[src/rtl/dcfb_pkg.sv]
// dcfb_pkg: shared types, constants and tables of the dsp command frame builder
// holds the micro-op enum, the control word type, the control store and the crc step
// no dependencies
package dcfb_pkg;

  // command modes
  localparam logic [2:0] MODE_SET_EFFECT  = 3'd0;
  localparam logic [2:0] MODE_STEP_EFFECT = 3'd1;
  localparam logic [2:0] MODE_SET_PRESET  = 3'd2;
  localparam logic [2:0] MODE_SET_BAND    = 3'd3;
  localparam logic [2:0] MODE_STEP_BAND   = 3'd4;
  localparam logic [2:0] MODE_VOLUME      = 3'd5;

  // frame opcodes and fixed bytes
  localparam logic [7:0] OPC_EFFECT = 8'h01;
  localparam logic [7:0] OPC_VOLUME = 8'h02;
  localparam logic [7:0] OPC_PRESET = 8'h04;
  localparam logic [7:0] OPC_BAND   = 8'h06;
  localparam logic [7:0] SUB_WRITE  = 8'h04;
  localparam logic [7:0] BAND_Q     = 8'd10;
  localparam logic [7:0] BAND_CH    = 8'h01;

  localparam logic [2:0] EFFECT_MAX = 3'd5;
  localparam logic [2:0] CHAN_MAX   = 3'd4;
  localparam logic signed [3:0] LVL_MAX = 4'sd7;
  localparam logic signed [3:0] LVL_MIN = -4'sd7;
  localparam logic [3:0] LVL_BIAS   = 4'd7;

  // crc-16/modbus
  localparam logic [15:0] CRC_INIT = 16'hFFFF;
  localparam logic [15:0] CRC_POLY = 16'hA001;

  // volume scaling
  localparam int          QUOT_W       = 13;
  localparam logic [QUOT_W-1:0] FULL_SCALE = 13'd4096;
  localparam logic [7:0]  MAX_VOL_RESET = 8'd16;
  localparam logic [QUOT_W-1:0] QUOT_RESET = 13'd256;

  localparam int FRAME_DATA_LEN = 6;

  // sequencer
  localparam int         PC_W     = 4;
  localparam logic [PC_W-1:0] PC_IDLE  = 4'd0;
  localparam logic [PC_W-1:0] PC_BUILD = 4'd1;
  localparam logic [PC_W-1:0] PC_EMIT0 = 4'd2;

  localparam logic [2:0] SEL_CRC_LO = 3'd6;
  localparam logic [2:0] SEL_CRC_HI = 3'd7;

  typedef enum logic [1:0] {
    UOP_WAIT,
    UOP_BUILD,
    UOP_EMIT
  } uop_e;

  typedef struct packed {
    uop_e            op;
    logic [2:0]      sel;
    logic            crc_en;
    logic            last;
    logic [PC_W-1:0] nxt;
    logic [PC_W-1:0] alt;
  } ucode_t;

  // control store: wait, build, then eight emit steps
  function automatic ucode_t ucode_rom(input logic [PC_W-1:0] pc);
    ucode_t w;
    w.op     = UOP_WAIT;
    w.sel    = 3'd0;
    w.crc_en = 1'b0;
    w.last   = 1'b0;
    w.nxt    = PC_IDLE;
    w.alt    = PC_IDLE;
    case (pc)
      4'd0: begin
        w.op  = UOP_WAIT;
        w.nxt = PC_BUILD;
      end
      4'd1: begin
        w.op  = UOP_BUILD;
        w.nxt = PC_EMIT0;
        w.alt = PC_IDLE;
      end
      4'd2, 4'd3, 4'd4, 4'd5, 4'd6, 4'd7: begin
        w.op     = UOP_EMIT;
        w.sel    = 3'(pc - PC_EMIT0);
        w.crc_en = 1'b1;
        w.nxt    = pc + 4'd1;
      end
      4'd8: begin
        w.op  = UOP_EMIT;
        w.sel = SEL_CRC_LO;
        w.nxt = 4'd9;
      end
      4'd9: begin
        w.op   = UOP_EMIT;
        w.sel  = SEL_CRC_HI;
        w.last = 1'b1;
        w.nxt  = PC_IDLE;
      end
      default: begin
        w.op  = UOP_WAIT;
        w.nxt = PC_IDLE;
      end
    endcase
    return w;
  endfunction

  // band gain by biased level
  function automatic logic [15:0] gain_lut(input logic [3:0] idx);
    logic [15:0] g;
    case (idx)
      4'd0:    g = 16'd200;
      4'd1:    g = 16'd210;
      4'd2:    g = 16'd220;
      4'd3:    g = 16'd240;
      4'd4:    g = 16'd260;
      4'd5:    g = 16'd280;
      4'd6:    g = 16'd300;
      4'd7:    g = 16'd320;
      4'd8:    g = 16'd340;
      4'd9:    g = 16'd360;
      4'd10:   g = 16'd380;
      4'd11:   g = 16'd400;
      4'd12:   g = 16'd420;
      4'd13:   g = 16'd430;
      4'd14:   g = 16'd440;
      default: g = 16'd0;
    endcase
    return g;
  endfunction

  // one byte through the reflected crc
  function automatic logic [15:0] crc_byte(input logic [15:0] crc, input logic [7:0] data);
    logic [15:0] c;
    c = crc ^ {8'h00, data};
    for (int k = 0; k < 8; k++) begin
      c = c[0] ? ((c >> 1) ^ CRC_POLY) : (c >> 1);
    end
    return c;
  endfunction

endpackage

[src/rtl/dsp_command_frame_builder.sv]
// dsp_command_frame_builder: turns one audio-dsp command into an 8-byte crc-protected frame
// usage:
//   input channel (in_valid_i/in_ready_o) takes one command per transfer: mode, value,
//   direction, band, level, channel. output channel (out_valid_o/out_ready_i) gives the
//   frame one byte per transfer, bytes 0..5 then crc-16/modbus low and high, last_o on
//   the eighth, with effect_now_o and band_level_now_o as they stand after the command.
//   a rejected command gives no bytes and changes no state.
// timing:
//   a microcoded sequencer runs wait, build and eight emit steps from its control store.
//   the build step follows the input transfer, then each emit step loads one byte into the
//   output register, one byte per cycle while the receiver takes them; a rejected command
//   returns from the build step to wait. the crc is folded in one byte per data emit step.
// config: max_volume at byte address 0 over the apb port. a write restarts the volume
//   step divider, which holds in_ready_o low while it runs.
// reset: max_volume 16, effect mode 0, all band levels 0, no clearing pass; the input
//   is ready in the first cycle after reset.
// stall: a stalled receiver holds the byte in the output register and freezes the
//   sequencer on that emit step; nothing is dropped.
// depends on dcfb_pkg and dcfb_div
module dsp_command_frame_builder
  import dcfb_pkg::*;
#(
  parameter int NUM_BANDS = 8
) (
  input  logic              clk_i,
  input  logic              rst_ni,
  // command input
  input  logic              in_valid_i,
  output logic              in_ready_o,
  input  logic [2:0]        mode_i,
  input  logic [7:0]        value_i,
  input  logic              direction_i,
  input  logic [2:0]        band_i,
  input  logic signed [3:0] level_i,
  input  logic [2:0]        channel_i,
  // frame output
  output logic              out_valid_o,
  input  logic              out_ready_i,
  output logic [7:0]        frame_byte_o,
  output logic              last_o,
  output logic [2:0]        effect_now_o,
  output logic signed [3:0] band_level_now_o,
  // configuration
  input  logic              psel,
  input  logic              penable,
  input  logic              pwrite,
  input  logic [2:0]        paddr,
  input  logic [31:0]       pwdata,
  output logic [31:0]       prdata,
  output logic              pready
);

  localparam int BIDX_W  = (NUM_BANDS > 1) ? $clog2(NUM_BANDS) : 1;
  localparam int BAND_X_W = (BIDX_W > 3) ? BIDX_W : 3;

  // sequencer
  logic [PC_W-1:0] pc_q, pc_d;
  ucode_t          uc;
  logic            in_fire, emit_go, cmd_ok;

  // command latch
  logic [2:0]        mode_q, band_q, channel_q;
  logic [7:0]        value_q;
  logic              dir_q;
  logic signed [3:0] level_q;

  // state
  logic [7:0]        max_vol_q;
  logic [2:0]        eff_q;
  logic signed [3:0] band_lvl_q [NUM_BANDS];

  // frame datapath
  logic [7:0]        b_q [FRAME_DATA_LEN];
  logic [7:0]        b_d [FRAME_DATA_LEN];
  logic [15:0]       crc_q;
  logic [2:0]        eff_now_q, eff_now_d;
  logic signed [3:0] lvl_now_q, lvl_now_d;
  logic [7:0]        emit_byte;

  // output register
  logic              out_valid_q;
  logic [7:0]        byte_q;
  logic              last_q;
  logic [2:0]        out_eff_q;
  logic signed [3:0] out_lvl_q;

  // divider link
  logic              cfg_wr, div_busy;
  logic [QUOT_W-1:0] quot;

  // build-step helpers
  logic [BAND_X_W-1:0] band_x;
  logic [BIDX_W-1:0]   bidx;
  logic                band_ok;
  logic signed [3:0]   cur_lvl, step_lvl, used_lvl;
  logic [2:0]          step_eff;
  logic [15:0]         band_gain, vol_gain;
  logic [20:0]         vol_prod;

  assign uc = ucode_rom(pc_q);

  // apb register file
  assign pready = 1'b1;
  assign cfg_wr = psel && penable && pwrite && (paddr[2] == 1'b0);
  assign prdata = (paddr[2] == 1'b0) ? {24'd0, max_vol_q} : 32'd0;

  always_ff @(posedge clk_i or negedge rst_ni) begin
    if (!rst_ni) begin
      max_vol_q <= MAX_VOL_RESET;
    end else if (cfg_wr) begin
      max_vol_q <= pwdata[7:0];
    end
  end

  dcfb_div u_div (
    .clk_i     (clk_i),
    .rst_ni    (rst_ni),
    .start_i   (cfg_wr),
    .divisor_i (pwdata[7:0]),
    .busy_o    (div_busy),
    .quot_o    (quot)
  );

  // handshakes
  assign in_ready_o = (uc.op == UOP_WAIT) && !div_busy;
  assign in_fire    = in_valid_i && in_ready_o;
  assign emit_go    = (uc.op == UOP_EMIT) && (!out_valid_q || out_ready_i);

  // band addressing
  assign band_x  = BAND_X_W'(band_q);
  assign bidx    = band_x[BIDX_W-1:0];
  assign band_ok = (32'(band_q) < NUM_BANDS);
  assign cur_lvl = band_ok ? band_lvl_q[bidx] : 4'sd0;

  // saturating band step and wrapping effect step
  always_comb begin
    step_lvl = cur_lvl;
    if (dir_q) begin
      if (cur_lvl < LVL_MAX) step_lvl = cur_lvl + 4'sd1;
    end else begin
      if (cur_lvl > LVL_MIN) step_lvl = cur_lvl - 4'sd1;
    end
    if (dir_q) begin
      step_eff = (eff_q >= EFFECT_MAX) ? 3'd0 : eff_q + 3'd1;
    end else begin
      step_eff = (eff_q == 3'd0) ? EFFECT_MAX : eff_q - 3'd1;
    end
  end

  assign used_lvl  = (mode_q == MODE_STEP_BAND) ? step_lvl : level_q;
  assign band_gain = gain_lut($unsigned(used_lvl) + LVL_BIAS);
  assign vol_prod  = {8'd0, quot} * {13'd0, value_q};
  assign vol_gain  = (value_q == max_vol_q) ? 16'(FULL_SCALE) : vol_prod[15:0];

  // frame bytes and validity per mode
  always_comb begin
    cmd_ok = 1'b0;
    for (int i = 0; i < FRAME_DATA_LEN; i++) begin
      b_d[i] = 8'd0;
    end
    case (mode_q)
      MODE_SET_EFFECT: begin
        cmd_ok = (value_q <= {5'd0, EFFECT_MAX});
        b_d[0] = OPC_EFFECT;
        b_d[1] = SUB_WRITE;
        b_d[5] = value_q;
      end
      MODE_STEP_EFFECT: begin
        cmd_ok = 1'b1;
        b_d[0] = OPC_EFFECT;
        b_d[1] = SUB_WRITE;
        b_d[5] = {5'd0, step_eff};
      end
      MODE_SET_PRESET: begin
        cmd_ok = 1'b1;
        b_d[0] = OPC_PRESET;
        b_d[1] = SUB_WRITE;
        b_d[5] = value_q;
      end
      MODE_SET_BAND, MODE_STEP_BAND: begin
        cmd_ok = band_ok && ((mode_q == MODE_STEP_BAND) || (level_q != -4'sd8));
        b_d[0] = OPC_BAND;
        b_d[1] = band_gain[15:8];
        b_d[2] = band_gain[7:0];
        b_d[3] = BAND_Q;
        b_d[4] = BAND_CH;
        b_d[5] = {5'd0, band_q};
      end
      MODE_VOLUME: begin
        cmd_ok = (channel_q != 3'd0) && (channel_q <= CHAN_MAX) &&
                 (max_vol_q != 8'd0) && (value_q <= max_vol_q);
        b_d[0] = OPC_VOLUME;
        b_d[1] = SUB_WRITE;
        b_d[3] = {5'd0, channel_q} + 8'd1;
        b_d[4] = vol_gain[15:8];
        b_d[5] = vol_gain[7:0];
      end
      default: begin
        cmd_ok = 1'b0;
      end
    endcase
  end

  // status as it stands after the command
  assign eff_now_d = (mode_q == MODE_STEP_EFFECT) ? step_eff : eff_q;
  assign lvl_now_d = !band_ok ? 4'sd0 :
                     (mode_q == MODE_STEP_BAND) ? step_lvl : cur_lvl;

  // sequencer step
  always_comb begin
    pc_d = pc_q;
    case (uc.op)
      UOP_WAIT:  if (in_fire) pc_d = uc.nxt;
      UOP_BUILD: pc_d = cmd_ok ? uc.nxt : uc.alt;
      UOP_EMIT:  if (emit_go) pc_d = uc.nxt;
      default:   pc_d = PC_IDLE;
    endcase
  end

  // emit byte select
  always_comb begin
    case (uc.sel)
      SEL_CRC_LO: emit_byte = crc_q[7:0];
      SEL_CRC_HI: emit_byte = crc_q[15:8];
      default:    emit_byte = b_q[uc.sel];
    endcase
  end

  // control state
  always_ff @(posedge clk_i or negedge rst_ni) begin
    if (!rst_ni) begin
      pc_q        <= PC_IDLE;
      eff_q       <= 3'd0;
      out_valid_q <= 1'b0;
      for (int i = 0; i < NUM_BANDS; i++) begin
        band_lvl_q[i] <= 4'sd0;
      end
    end else begin
      pc_q <= pc_d;
      if (uc.op == UOP_BUILD && cmd_ok) begin
        eff_q <= eff_now_d;
        if (mode_q == MODE_STEP_BAND) begin
          band_lvl_q[bidx] <= step_lvl;
        end
      end
      if (emit_go) begin
        out_valid_q <= 1'b1;
      end else if (out_ready_i) begin
        out_valid_q <= 1'b0;
      end
    end
  end

  // command latch, frame bytes, crc and output payload
  always_ff @(posedge clk_i) begin
    if (in_fire) begin
      mode_q    <= mode_i;
      value_q   <= value_i;
      dir_q     <= direction_i;
      band_q    <= band_i;
      level_q   <= level_i;
      channel_q <= channel_i;
    end
    if (uc.op == UOP_BUILD) begin
      b_q       <= b_d;
      crc_q     <= CRC_INIT;
      eff_now_q <= eff_now_d;
      lvl_now_q <= lvl_now_d;
    end else if (emit_go && uc.crc_en) begin
      crc_q <= crc_byte(crc_q, emit_byte);
    end
    if (emit_go) begin
      byte_q    <= emit_byte;
      last_q    <= uc.last;
      out_eff_q <= eff_now_q;
      out_lvl_q <= lvl_now_q;
    end
  end

  assign out_valid_o      = out_valid_q;
  assign frame_byte_o     = byte_q;
  assign last_o           = last_q;
  assign effect_now_o     = out_eff_q;
  assign band_level_now_o = out_lvl_q;

  // an accepted command always goes to the build step
  a_accept_build: assert property (@(posedge clk_i) disable iff (!rst_ni)
    in_fire |=> (pc_q == PC_BUILD))
    else $error("accepted command did not reach the build step");

  // no command is taken while the volume step divider runs
  a_div_blocks: assert property (@(posedge clk_i) disable iff (!rst_ni)
    div_busy |-> !in_ready_o)
    else $error("input ready while divider busy");

  // loading the final emit step shows last on the output
  a_last_emit: assert property (@(posedge clk_i) disable iff (!rst_ni)
    (emit_go && uc.last) |=> (out_valid_o && last_o))
    else $error("last byte not marked");

  // a reported band level never leaves -7..7 (stored levels only change by the saturating step)
  a_level_range: assert property (@(posedge clk_i) disable iff (!rst_ni)
    out_valid_o |-> (band_level_now_o != -4'sd8))
    else $error("band level out of range");

  // a frame only starts after a build that accepted the command
  a_emit_after_build: assert property (@(posedge clk_i) disable iff (!rst_ni)
    (pc_q == PC_EMIT0) |-> ($past(pc_q) == PC_BUILD || $past(pc_q) == PC_EMIT0))
    else $error("emit started without build");

endmodule

[src/rtl/dcfb_div.sv]
// dcfb_div: restoring divider for the full-scale volume step, one quotient bit per cycle
// computes 4096 div divisor after start
// depends on dcfb_pkg
module dcfb_div
  import dcfb_pkg::*;
(
  input  logic              clk_i,
  input  logic              rst_ni,
  input  logic              start_i,
  input  logic [7:0]        divisor_i,
  output logic              busy_o,
  output logic [QUOT_W-1:0] quot_o
);

  logic              busy_q, busy_d;
  logic [3:0]        cnt_q, cnt_d;
  logic [7:0]        dvs_q, dvs_d;
  logic [7:0]        rem_q, rem_d;
  logic [QUOT_W-1:0] dvd_q, dvd_d;
  logic [QUOT_W-1:0] quo_q, quo_d;
  logic [8:0]        shifted;
  logic              fits;

  // trial subtract of the shifted remainder
  assign shifted = {rem_q, dvd_q[QUOT_W-1]};
  assign fits    = shifted >= {1'b0, dvs_q};

  always_comb begin
    busy_d = busy_q;
    cnt_d  = cnt_q;
    dvs_d  = dvs_q;
    rem_d  = rem_q;
    dvd_d  = dvd_q;
    quo_d  = quo_q;
    if (start_i) begin
      busy_d = 1'b1;
      cnt_d  = 4'(QUOT_W - 1);
      dvs_d  = divisor_i;
      rem_d  = 8'd0;
      dvd_d  = FULL_SCALE;
    end else if (busy_q) begin
      rem_d = fits ? 8'(shifted - {1'b0, dvs_q}) : shifted[7:0];
      dvd_d = {dvd_q[QUOT_W-2:0], 1'b0};
      quo_d = {quo_q[QUOT_W-2:0], fits};
      cnt_d = cnt_q - 4'd1;
      if (cnt_q == 4'd0) begin
        busy_d = 1'b0;
      end
    end
  end

  // control and quotient reset, working registers free
  always_ff @(posedge clk_i or negedge rst_ni) begin
    if (!rst_ni) begin
      busy_q <= 1'b0;
      cnt_q  <= 4'd0;
      quo_q  <= QUOT_RESET;
    end else begin
      busy_q <= busy_d;
      cnt_q  <= cnt_d;
      quo_q  <= quo_d;
    end
  end

  always_ff @(posedge clk_i) begin
    dvs_q <= dvs_d;
    rem_q <= rem_d;
    dvd_q <= dvd_d;
  end

  assign busy_o = busy_q;
  assign quot_o = quo_q;

endmodule
[config.mk]
export PLATFORM = sky130hd
export DESIGN_NAME = dsp_command_frame_builder
export DESIGN_NICKNAME = d
export VERILOG_FILES = /design/src/rtl/dcfb_pkg.sv /design/src/rtl/dsp_command_frame_builder.sv /design/src/rtl/dcfb_div.sv
export SDC_FILE = /design/constraint.sdc
export NUM_CORES = 1
export LEC_CHECK = 0
export ABC_AREA = 0
export ABC_CLOCK_PERIOD_IN_PS = 4780
export BUFFER_PORTS_ARGS = -buffer_cell sky130_fd_sc_hd__buf_2
export CAP_MARGIN = 20
export CELL_PAD_IN_SITES_DETAIL_PLACEMENT = 1
export CELL_PAD_IN_SITES_GLOBAL_PLACEMENT = 2
export CORE_MARGIN = 2
export CORE_UTILIZATION = 35
export CTS_CLUSTER_SIZE = 30
export DETAILED_ROUTE_END_ITERATION = 8
export PLACE_DENSITY = 0.84
export SYNTH_ARGS = -nofsm -noshare
export SYNTH_HDL_FRONTEND = slang
export SYNTH_SLANG_ARGS = --single-unit
[constraint.sdc]
create_clock -name clk_i -period 4.78 [get_ports clk_i]
set_clock_uncertainty 0.2 [all_clocks]
set_input_delay 0.478 -clock clk_i [delete_from_list [all_inputs] [get_ports clk_i]]
set_output_delay 0.478 -clock clk_i [all_outputs]
set_load 0.005 [all_outputs]
### Yosys cells after proc, flatten, opt, wreduce, memory -nomap -nowiden

Memory sizes are Yosys's and may differ from the RTL's.
Cells that the tools add are included.

| word-level totals | value |
|---|---|
| flip-flop bits (word level) | 192 |
| ROM bits | 128 |
| input bits | 64 |
| logic and storage cells | 178 |
| memories kept | 1 |

| cells by class | value |
|---|---|
| add/sub/neg operators | 10 |
| $mul | 1 |
| magnitude comparators | 10 |
| equality and inequality tests | 22 |
| muxes and demuxes | 50 |
| bitwise logic cells | 13 |
| reductions and logical operators | 34 |

Memories:

| name | words | bits a word | read ports | clocked after Yosys merged registers in | wr ports | RTL line | RTL |
|---|---|---|---|---|---|---|---|
| (no name shown) | 16 | 8 | 1 | 0 | 0 | dcfb_pkg.sv:112 | `case (idx)` |

Operators with widths:

| kind | count |
|---|---|
| $mux 16 | 9 |
| $mux 4 | 13 |
| $pmux 11 s4 | 1 |
| $bwmux 32 | 1 |
| $mux 8 | 4 |
| $pmux 8 s4 | 1 |
| $bmux 8 s3 | 1 |
| $not 2->3 | 8 |
| $pmux 12 s2 | 1 |
| $eq 4x3->1 const B | 4 |
| $mul 13x8->16 | 1 |
| $pmux 4 s4 | 1 |
| $pmux 8 s2 | 1 |
| $xor 16x8->16 | 1 |
| $bmux 4 s3 | 1 |
| $demux 4 s3 | 1 |
| $eq 3x3->1 const B | 4 |
| $logic_and 1x1->1 | 12 |
| $mux 3 | 4 |
| $pmux 4 s3 | 1 |
| $ge 9x8->1 | 1 |
| $pmux 3 s3 | 1 |
| $eq 4x2->1 const B | 2 |
| $eq 4x4->1 const B | 2 |
| 43 further kinds | 64 |

### Logic depth before layout (Yosys ltp)

| depth | value |
|---|---|
| depth in word-level cells | 25 |
| depth in mapped cells | 22 |

### Cells and area by module

A second synthesis with hierarchy kept.

| unflattened totals | value |
|---|---|
| cells, all modules | 1199 |
| area total of the unflattened synthesis | 12314.3 µm² |

Modules (own cells, without submodules):

| module | times used | cells an instance | area each (µm²) | seq. area each (µm²) |
|---|---|---|---|---|
| dsp_command_frame_builder | 1 | 1045 | 10575.1 | 3834.9 |
| dcfb_div | 1 | 154 | 1739.2 | 872.1 |

### Worst setup path after synthesis

Ideal clock, no wire load.

| timing | value |
|---|---|
| path kind | register to register |
| from | reg value_q[4] |
| to | reg b_q[15] (netlist bit) (data pin) |
| setup time | 0.264 ns |
| arrival time | 4.578 ns |
| slack | -0.263 ns |
| stages on the path, launching flop included | 20 |
| period minus slack after synthesis | 5.043 ns |
| cells stage by stage | edfxtp_1 > clkbuf_1 > and2_1 > fa_1 > fa_1 > inv_1 > fa_1 > fa_1 > inv_1 > ha_1 > a21oi_1 > o21bai_1 > a21oi_1 > o21bai_1 > a21oi_1 > nor2b_1 > o21a_1 > o41a_1 > xnor2_1 > nor2_1 |

| on the way | value |
|---|---|
| word-level cells in the longest chain between the ends | 3 |

RTL lines:

| element | RTL line | RTL |
|---|---|---|
| from (decl) | dsp_command_frame_builder.sv:63 | `logic [7:0] value_q;` |
| from (signal assigned) | dsp_command_frame_builder.sv:258 | `value_q <= value_i;` |
| $mul 13x8->16 or $eq 8x8->1 (tied branches) | dsp_command_frame_builder.sv:152, dsp_command_frame_builder.sv:153 |  |
| $mux 16 (*) | dsp_command_frame_builder.sv:153 | `assign vol_gain = (value_q == max_vol_q) ? 16'(FULL_SCALE) : vol_prod[15:0];` |
| $pmux 12 s2 (*) | dsp_command_frame_builder.sv:161 | `case (mode_q)` |
| to (signal assigned) | dsp_command_frame_builder.sv:265 | `b_q <= b_d;` |
| to (decl) | dsp_command_frame_builder.sv:73 | `logic [7:0] b_q [FRAME_DATA_LEN];` |

Mark *: on every way between the ends. The rest lies on a longest branch, timed or not.
A chain may end at the register's enable or synchronous reset.

### Worst setup path after layout

Ends and elaborated chain as after synthesis.

==> flow_results.org <==
** GRT
- The initial antenna violation count was 0.
- Via count of the first global-routing pass :: 9743
- Entering global routing, the biggest net connects 42 pins.
- For this run the aggregate overflow at the end of global routing stands at 0.
- The first global-routing pass estimated 52500 um of wire.
- Overall track demand over capacity in global routing :: 0.185

** Setup path
- On the worst path, the slowest cell contributes a delay of 0.57 ns.
- Cell with the largest stage delay on the worst path :: sky130_fd_sc_hd__fa_1
- Endpoint of the worst-slack reg-to-reg timing path :: b_q[15]$_SDFFCE_PP0P_
- Worst Reg-to-Reg Cells :: 17
- Register-to-register setup slack :: -0.15 ns
- Data required time at the worst endpoint :: 4.77 ns
- RR Startpoint :: value_q[4]$_DFFE_PP_
- Maximum fanout encountered on the critical timing path :: 3
- The critical path goes through buf_4, and2_1, fa_1, fa_1, fa_1, inv_1, fa_1, inv_1, ha_1, inv_1, o21bai_1, a21oi_2, nor2b_1, o21a_1, o41a_1, xnor2_2, nor2_1.
- Startpoint type of the worst setup path :: flip-flop
- For the worst setup path, the data arrival time is 4.92 ns.
- Worst setup path class :: flip-flop to flip-flop
- Endpoint class of the critical path :: flip-flop
- By instance count, the cell type seen most on the critical path is sky130_fd_sc_hd__fa_1.

** Layout
- Of the cells placed in the final design, the portion with a size suffix greater than 1 is 0.203.
- Total area of multi-input combinational cells :: 0.00678 mm^2
- Post-route core utilization :: 0.413
- Fill cells in the final layout number 3905.
- Post-Layout Inst Area :: 0.0142 mm^2
- The final layout contains 1533 nets.
- Area used by sequential logic in the layout :: 0.00471 mm^2
- Diode count :: 0
- Compared with the post-synthesis result, the final layout area differs by 17.1%.

** Min path
- The path class of the tightest hold or removal check is primary input to flip-flop.
- Startpoint of the tightest hold check path :: value_i[2]
- Number of cells traversed by the worst hold path :: 1
- For hold timing, the worst endpoint is value_q[2]$_DFFE_PP_.

** Placed design
- Buffers placed on the I/O ports in this run total 63.
- After detailed placement, the total cell area comes to 0.0132 mm^2.
- Detailed placement ended at an HPWL of 23700 um.
- Setup slack after placement :: -0.245 ns
- Routability congestion estimate :: 0.844

** Routing
- Residual DRC count :: 0
- Routed vias/inst :: 5.02
- The first detailed-routing pass took 4 iterations.
- The first routing iteration left 459 violations.
- The routed layout has 9122 vias.
- Remaining antenna violation count after routing :: 0
- Wires add up to 31900 um.
- WL per Instance :: 17.6 um

** Synthesis
- Post-synth EDFFs :: 85
- Most frequent cell after synthesis :: sky130_fd_sc_hd__nand2_1
- Of the post-synthesis cell area, the dominant cell type holds 0.211.
- Dividing the synthesized area by the synthesized cell count gives 9.92 um^2.
- During synthesis, Yosys emitted a total of 0 warnings.
- Predominant post-synthesis flop cell :: sky130_fd_sc_hd__edfxtp_1
- Area leader, netlist :: sky130_fd_sc_hd__edfxtp_1
- Counting flops with an async set or reset pin after synthesis yields a share of 0.375.
- The cell count after synthesis came out at 1219.
- Post-synth top cells :: 145 x sky130_fd_sc_hd__nand2_1, 120 x sky130_fd_sc_hd__inv_1, 85 x sky130_fd_sc_hd__edfxtp_1
- For this run, the register share of the synthesized area comes to 0.389.
- The mapped netlist covers 0.0121 mm^2.
- In the post-synthesis netlist, the biggest area contributors are sky130_fd_sc_hd__edfxtp_1 21%, sky130_fd_sc_hd__dfrtp_1 13%, sky130_fd_sc_hd__fa_1 9.8%, sky130_fd_sc_hd__ha_1 6.3%, sky130_fd_sc_hd__nand2_1 4.5%.
- Count of unique library cells instantiated by Yosys :: 93
- Number of synthesized register bits :: 176

** STA
- In the post-route analysis, the smallest setup slack over all paths is -0.152 ns.
- Number of hold-slack violations in the final timing report :: 0
- Setup repair after global routing could not meet its margin everywhere.
- Worst slew margin :: 0.343
- Time the final worst path needs with I/O delays and setup :: 4.93 ns
- At the pin with the least slew margin, the transition time is 0.984 ns.
- Peak Freq :: 203 MHz
- Setup violations remaining at the end of the flow were counted as 3.
- Pins over their slew limit :: 0
- Of the available clock period, the critical path in the final layout requires 1.03.
- Across all hold checks on the routed design, the worst slack comes to 0.0213 ns.

** Job
- Across the run, the number of max-cap violations was 0.

** Die
- In this run the horizontal extent of the chip is 190 um.
- Std cell rows :: 68
- Count of boundary I/O pins :: 115
- After floorplanning, the core was sized to cover 0.0343 mm^2.
- Starting density of the core :: 0.353
- Area of the die :: 0.0361 mm^2
- Die Height :: 190 um

** Clock tree
- Clock-pin slew of the registers on the worst-case setup and hold paths :: 0.07 ns
- The tree built by TritonCTS fans out to 176 sinks.
- The H-tree was split into 4 levels.
- Skew-Pair Late Insertion Delay :: 0.45 ns
- The tree is rooted in a sky130_fd_sc_hd__clkbuf_16.
- No sink is reached through more buffers than the 2 on the longest clock path.
- TritonCTS built the clock tree.
- The number of clock buffers added by TritonCTS is 17.

** Run status
- The run finished, with violations left.
- The final reports fail on setup timing.
[layout make-up]
class	instances	area share
multi-input combinational	870	0.479
sequential	176	0.333
timing repair buffer	158	0.0764
tap	455	0.0402
inverter	126	0.0338
clock buffer	18	0.0303
clock inverter	14	0.00760
[per-layer routing]
layer,vias up,GRT usage,wire length (um)
met5,-,0,0
met4,0,0.0564,634
met3,38,0.0223,634
met2,122,0.327,16600
met1,4611,0.235,14100
li1,4351,-,-
[stage by stage]
stage	setup TNS [ns]	instances
floorplan	0	1242
global placement	-0.217	1752
detailed placement	-0.433	1752
CTS	-0.284	1813
global route	-0.863	1817
finish	-0.291	1817
[worst max-delay path: cells and delay by family (launching register included)]
kind                     cells  cell delay, ns
adder cells (fa/ha/maj)      5            2.37
AND/OR/NAND/NOR              3            0.29
AO/OA/AOI/OAI                4            0.79
XOR/XNOR                     1            0.16
flip-flops                   1            0.47
buffers and inverters        4            0.37
[worst max path at each step]
stage | slack [ns] | start | end
final | -0.15 | value_q[4]$_DFFE_PP_ | b_q[15]$_SDFFCE_PP0P_
after global routing | -0.33 | value_q[4]$_DFFE_PP_ | b_q[15]$_SDFFCE_PP0P_
after CTS | -0.19 | value_q[4]$_DFFE_PP_ | b_q[15]$_SDFFCE_PP0P_
after detailed placement | -0.25 | value_q[3]$_DFFE_PP_ | b_q[15]$_SDFFCE_PP0P_
after global placement | -0.15 | value_q[3]$_DFFE_PP_ | b_q[15]$_SDFFCE_PP0P_
after floorplan | 0.01 | value_q[3]$_DFFE_PP_ | b_q[15]$_SDFFCE_PP0P_
[state kept, by name (all words and copies together), names as in the netlist, 3 cells and up]
signal	flops
u_div.rem_q	8
band_q	3
band_level_now_o	4
level_q	4
effect_now_o	3
eff_q	3
channel_q	3
max_vol_q	8
value_q	8
mode_q	3
frame_byte_o	8
eff_now_q	3
u_div.quot_o	13
lvl_now_q	4
pc_q	4
b_q	32
crc_q	16
u_div.cnt_q	4
band_lvl_q	32
u_div.dvs_q	8
[cells by family (layout without fill, tap and decap cells)]
group / Yosys count / in the layout / synth area share
AO/OA/AOI/OAI: 234 / 234 / 0.129
AND/OR/NAND/NOR: 404 / 404 / 0.166
adder cells (fa/ha/maj): 120 / 120 / 0.161
XOR/XNOR: 44 / 44 / 0.0362
buffers and inverters: 196 / 316 / 0.0716
other: 2 / 25 / 0.000621
flip-flops: 176 / 176 / 0.389
multiplexers: 43 / 43 / 0.0470
[layout by cell type, fill, tap and decap left out, drive strengths merged, types with 9 or more instances in the layout]
cell type / Yosys / routed
nor2: 83 / 83
fa: 59 / 59
mux2i: 19 / 19
buf: 35 / 147
o21a: 12 / 12
inv: 123 / 128
xnor2: 30 / 30
ha: 61 / 61
and2: 67 / 67
nand2: 146 / 146
nand4: 9 / 9
nor2b: 19 / 19
a211oi: 14 / 14
conb: 2 / 25
xor2: 13 / 13
o21ai: 90 / 90
dfrtp: 64 / 64
mux2: 17 / 17
nor3: 15 / 15
nand3: 23 / 23
dfxtp: 25 / 25
clkbuf: 35 / 18
edfxtp: 85 / 85
dlygate4sd3: 0 / 11
a21oi: 47 / 47
clkinv: 3 / 9
[timing repair]
| action | in CTS | in global routing |
|---|---|---|
| hold buffers | 11 | 0 |
| buffers inserted | 18 | 7 |
| gates cloned | 0 | 0 |
| hold endpoints to repair | 45 | 0 |
| setup endpoints to repair | 4 | 9 |
| resized for setup | 20 | 17 |
| pin swaps | 33 | 28 |
Power is not shown: default switching activity piles up to over one toggle a cycle in this logic, so the estimate is an artifact.
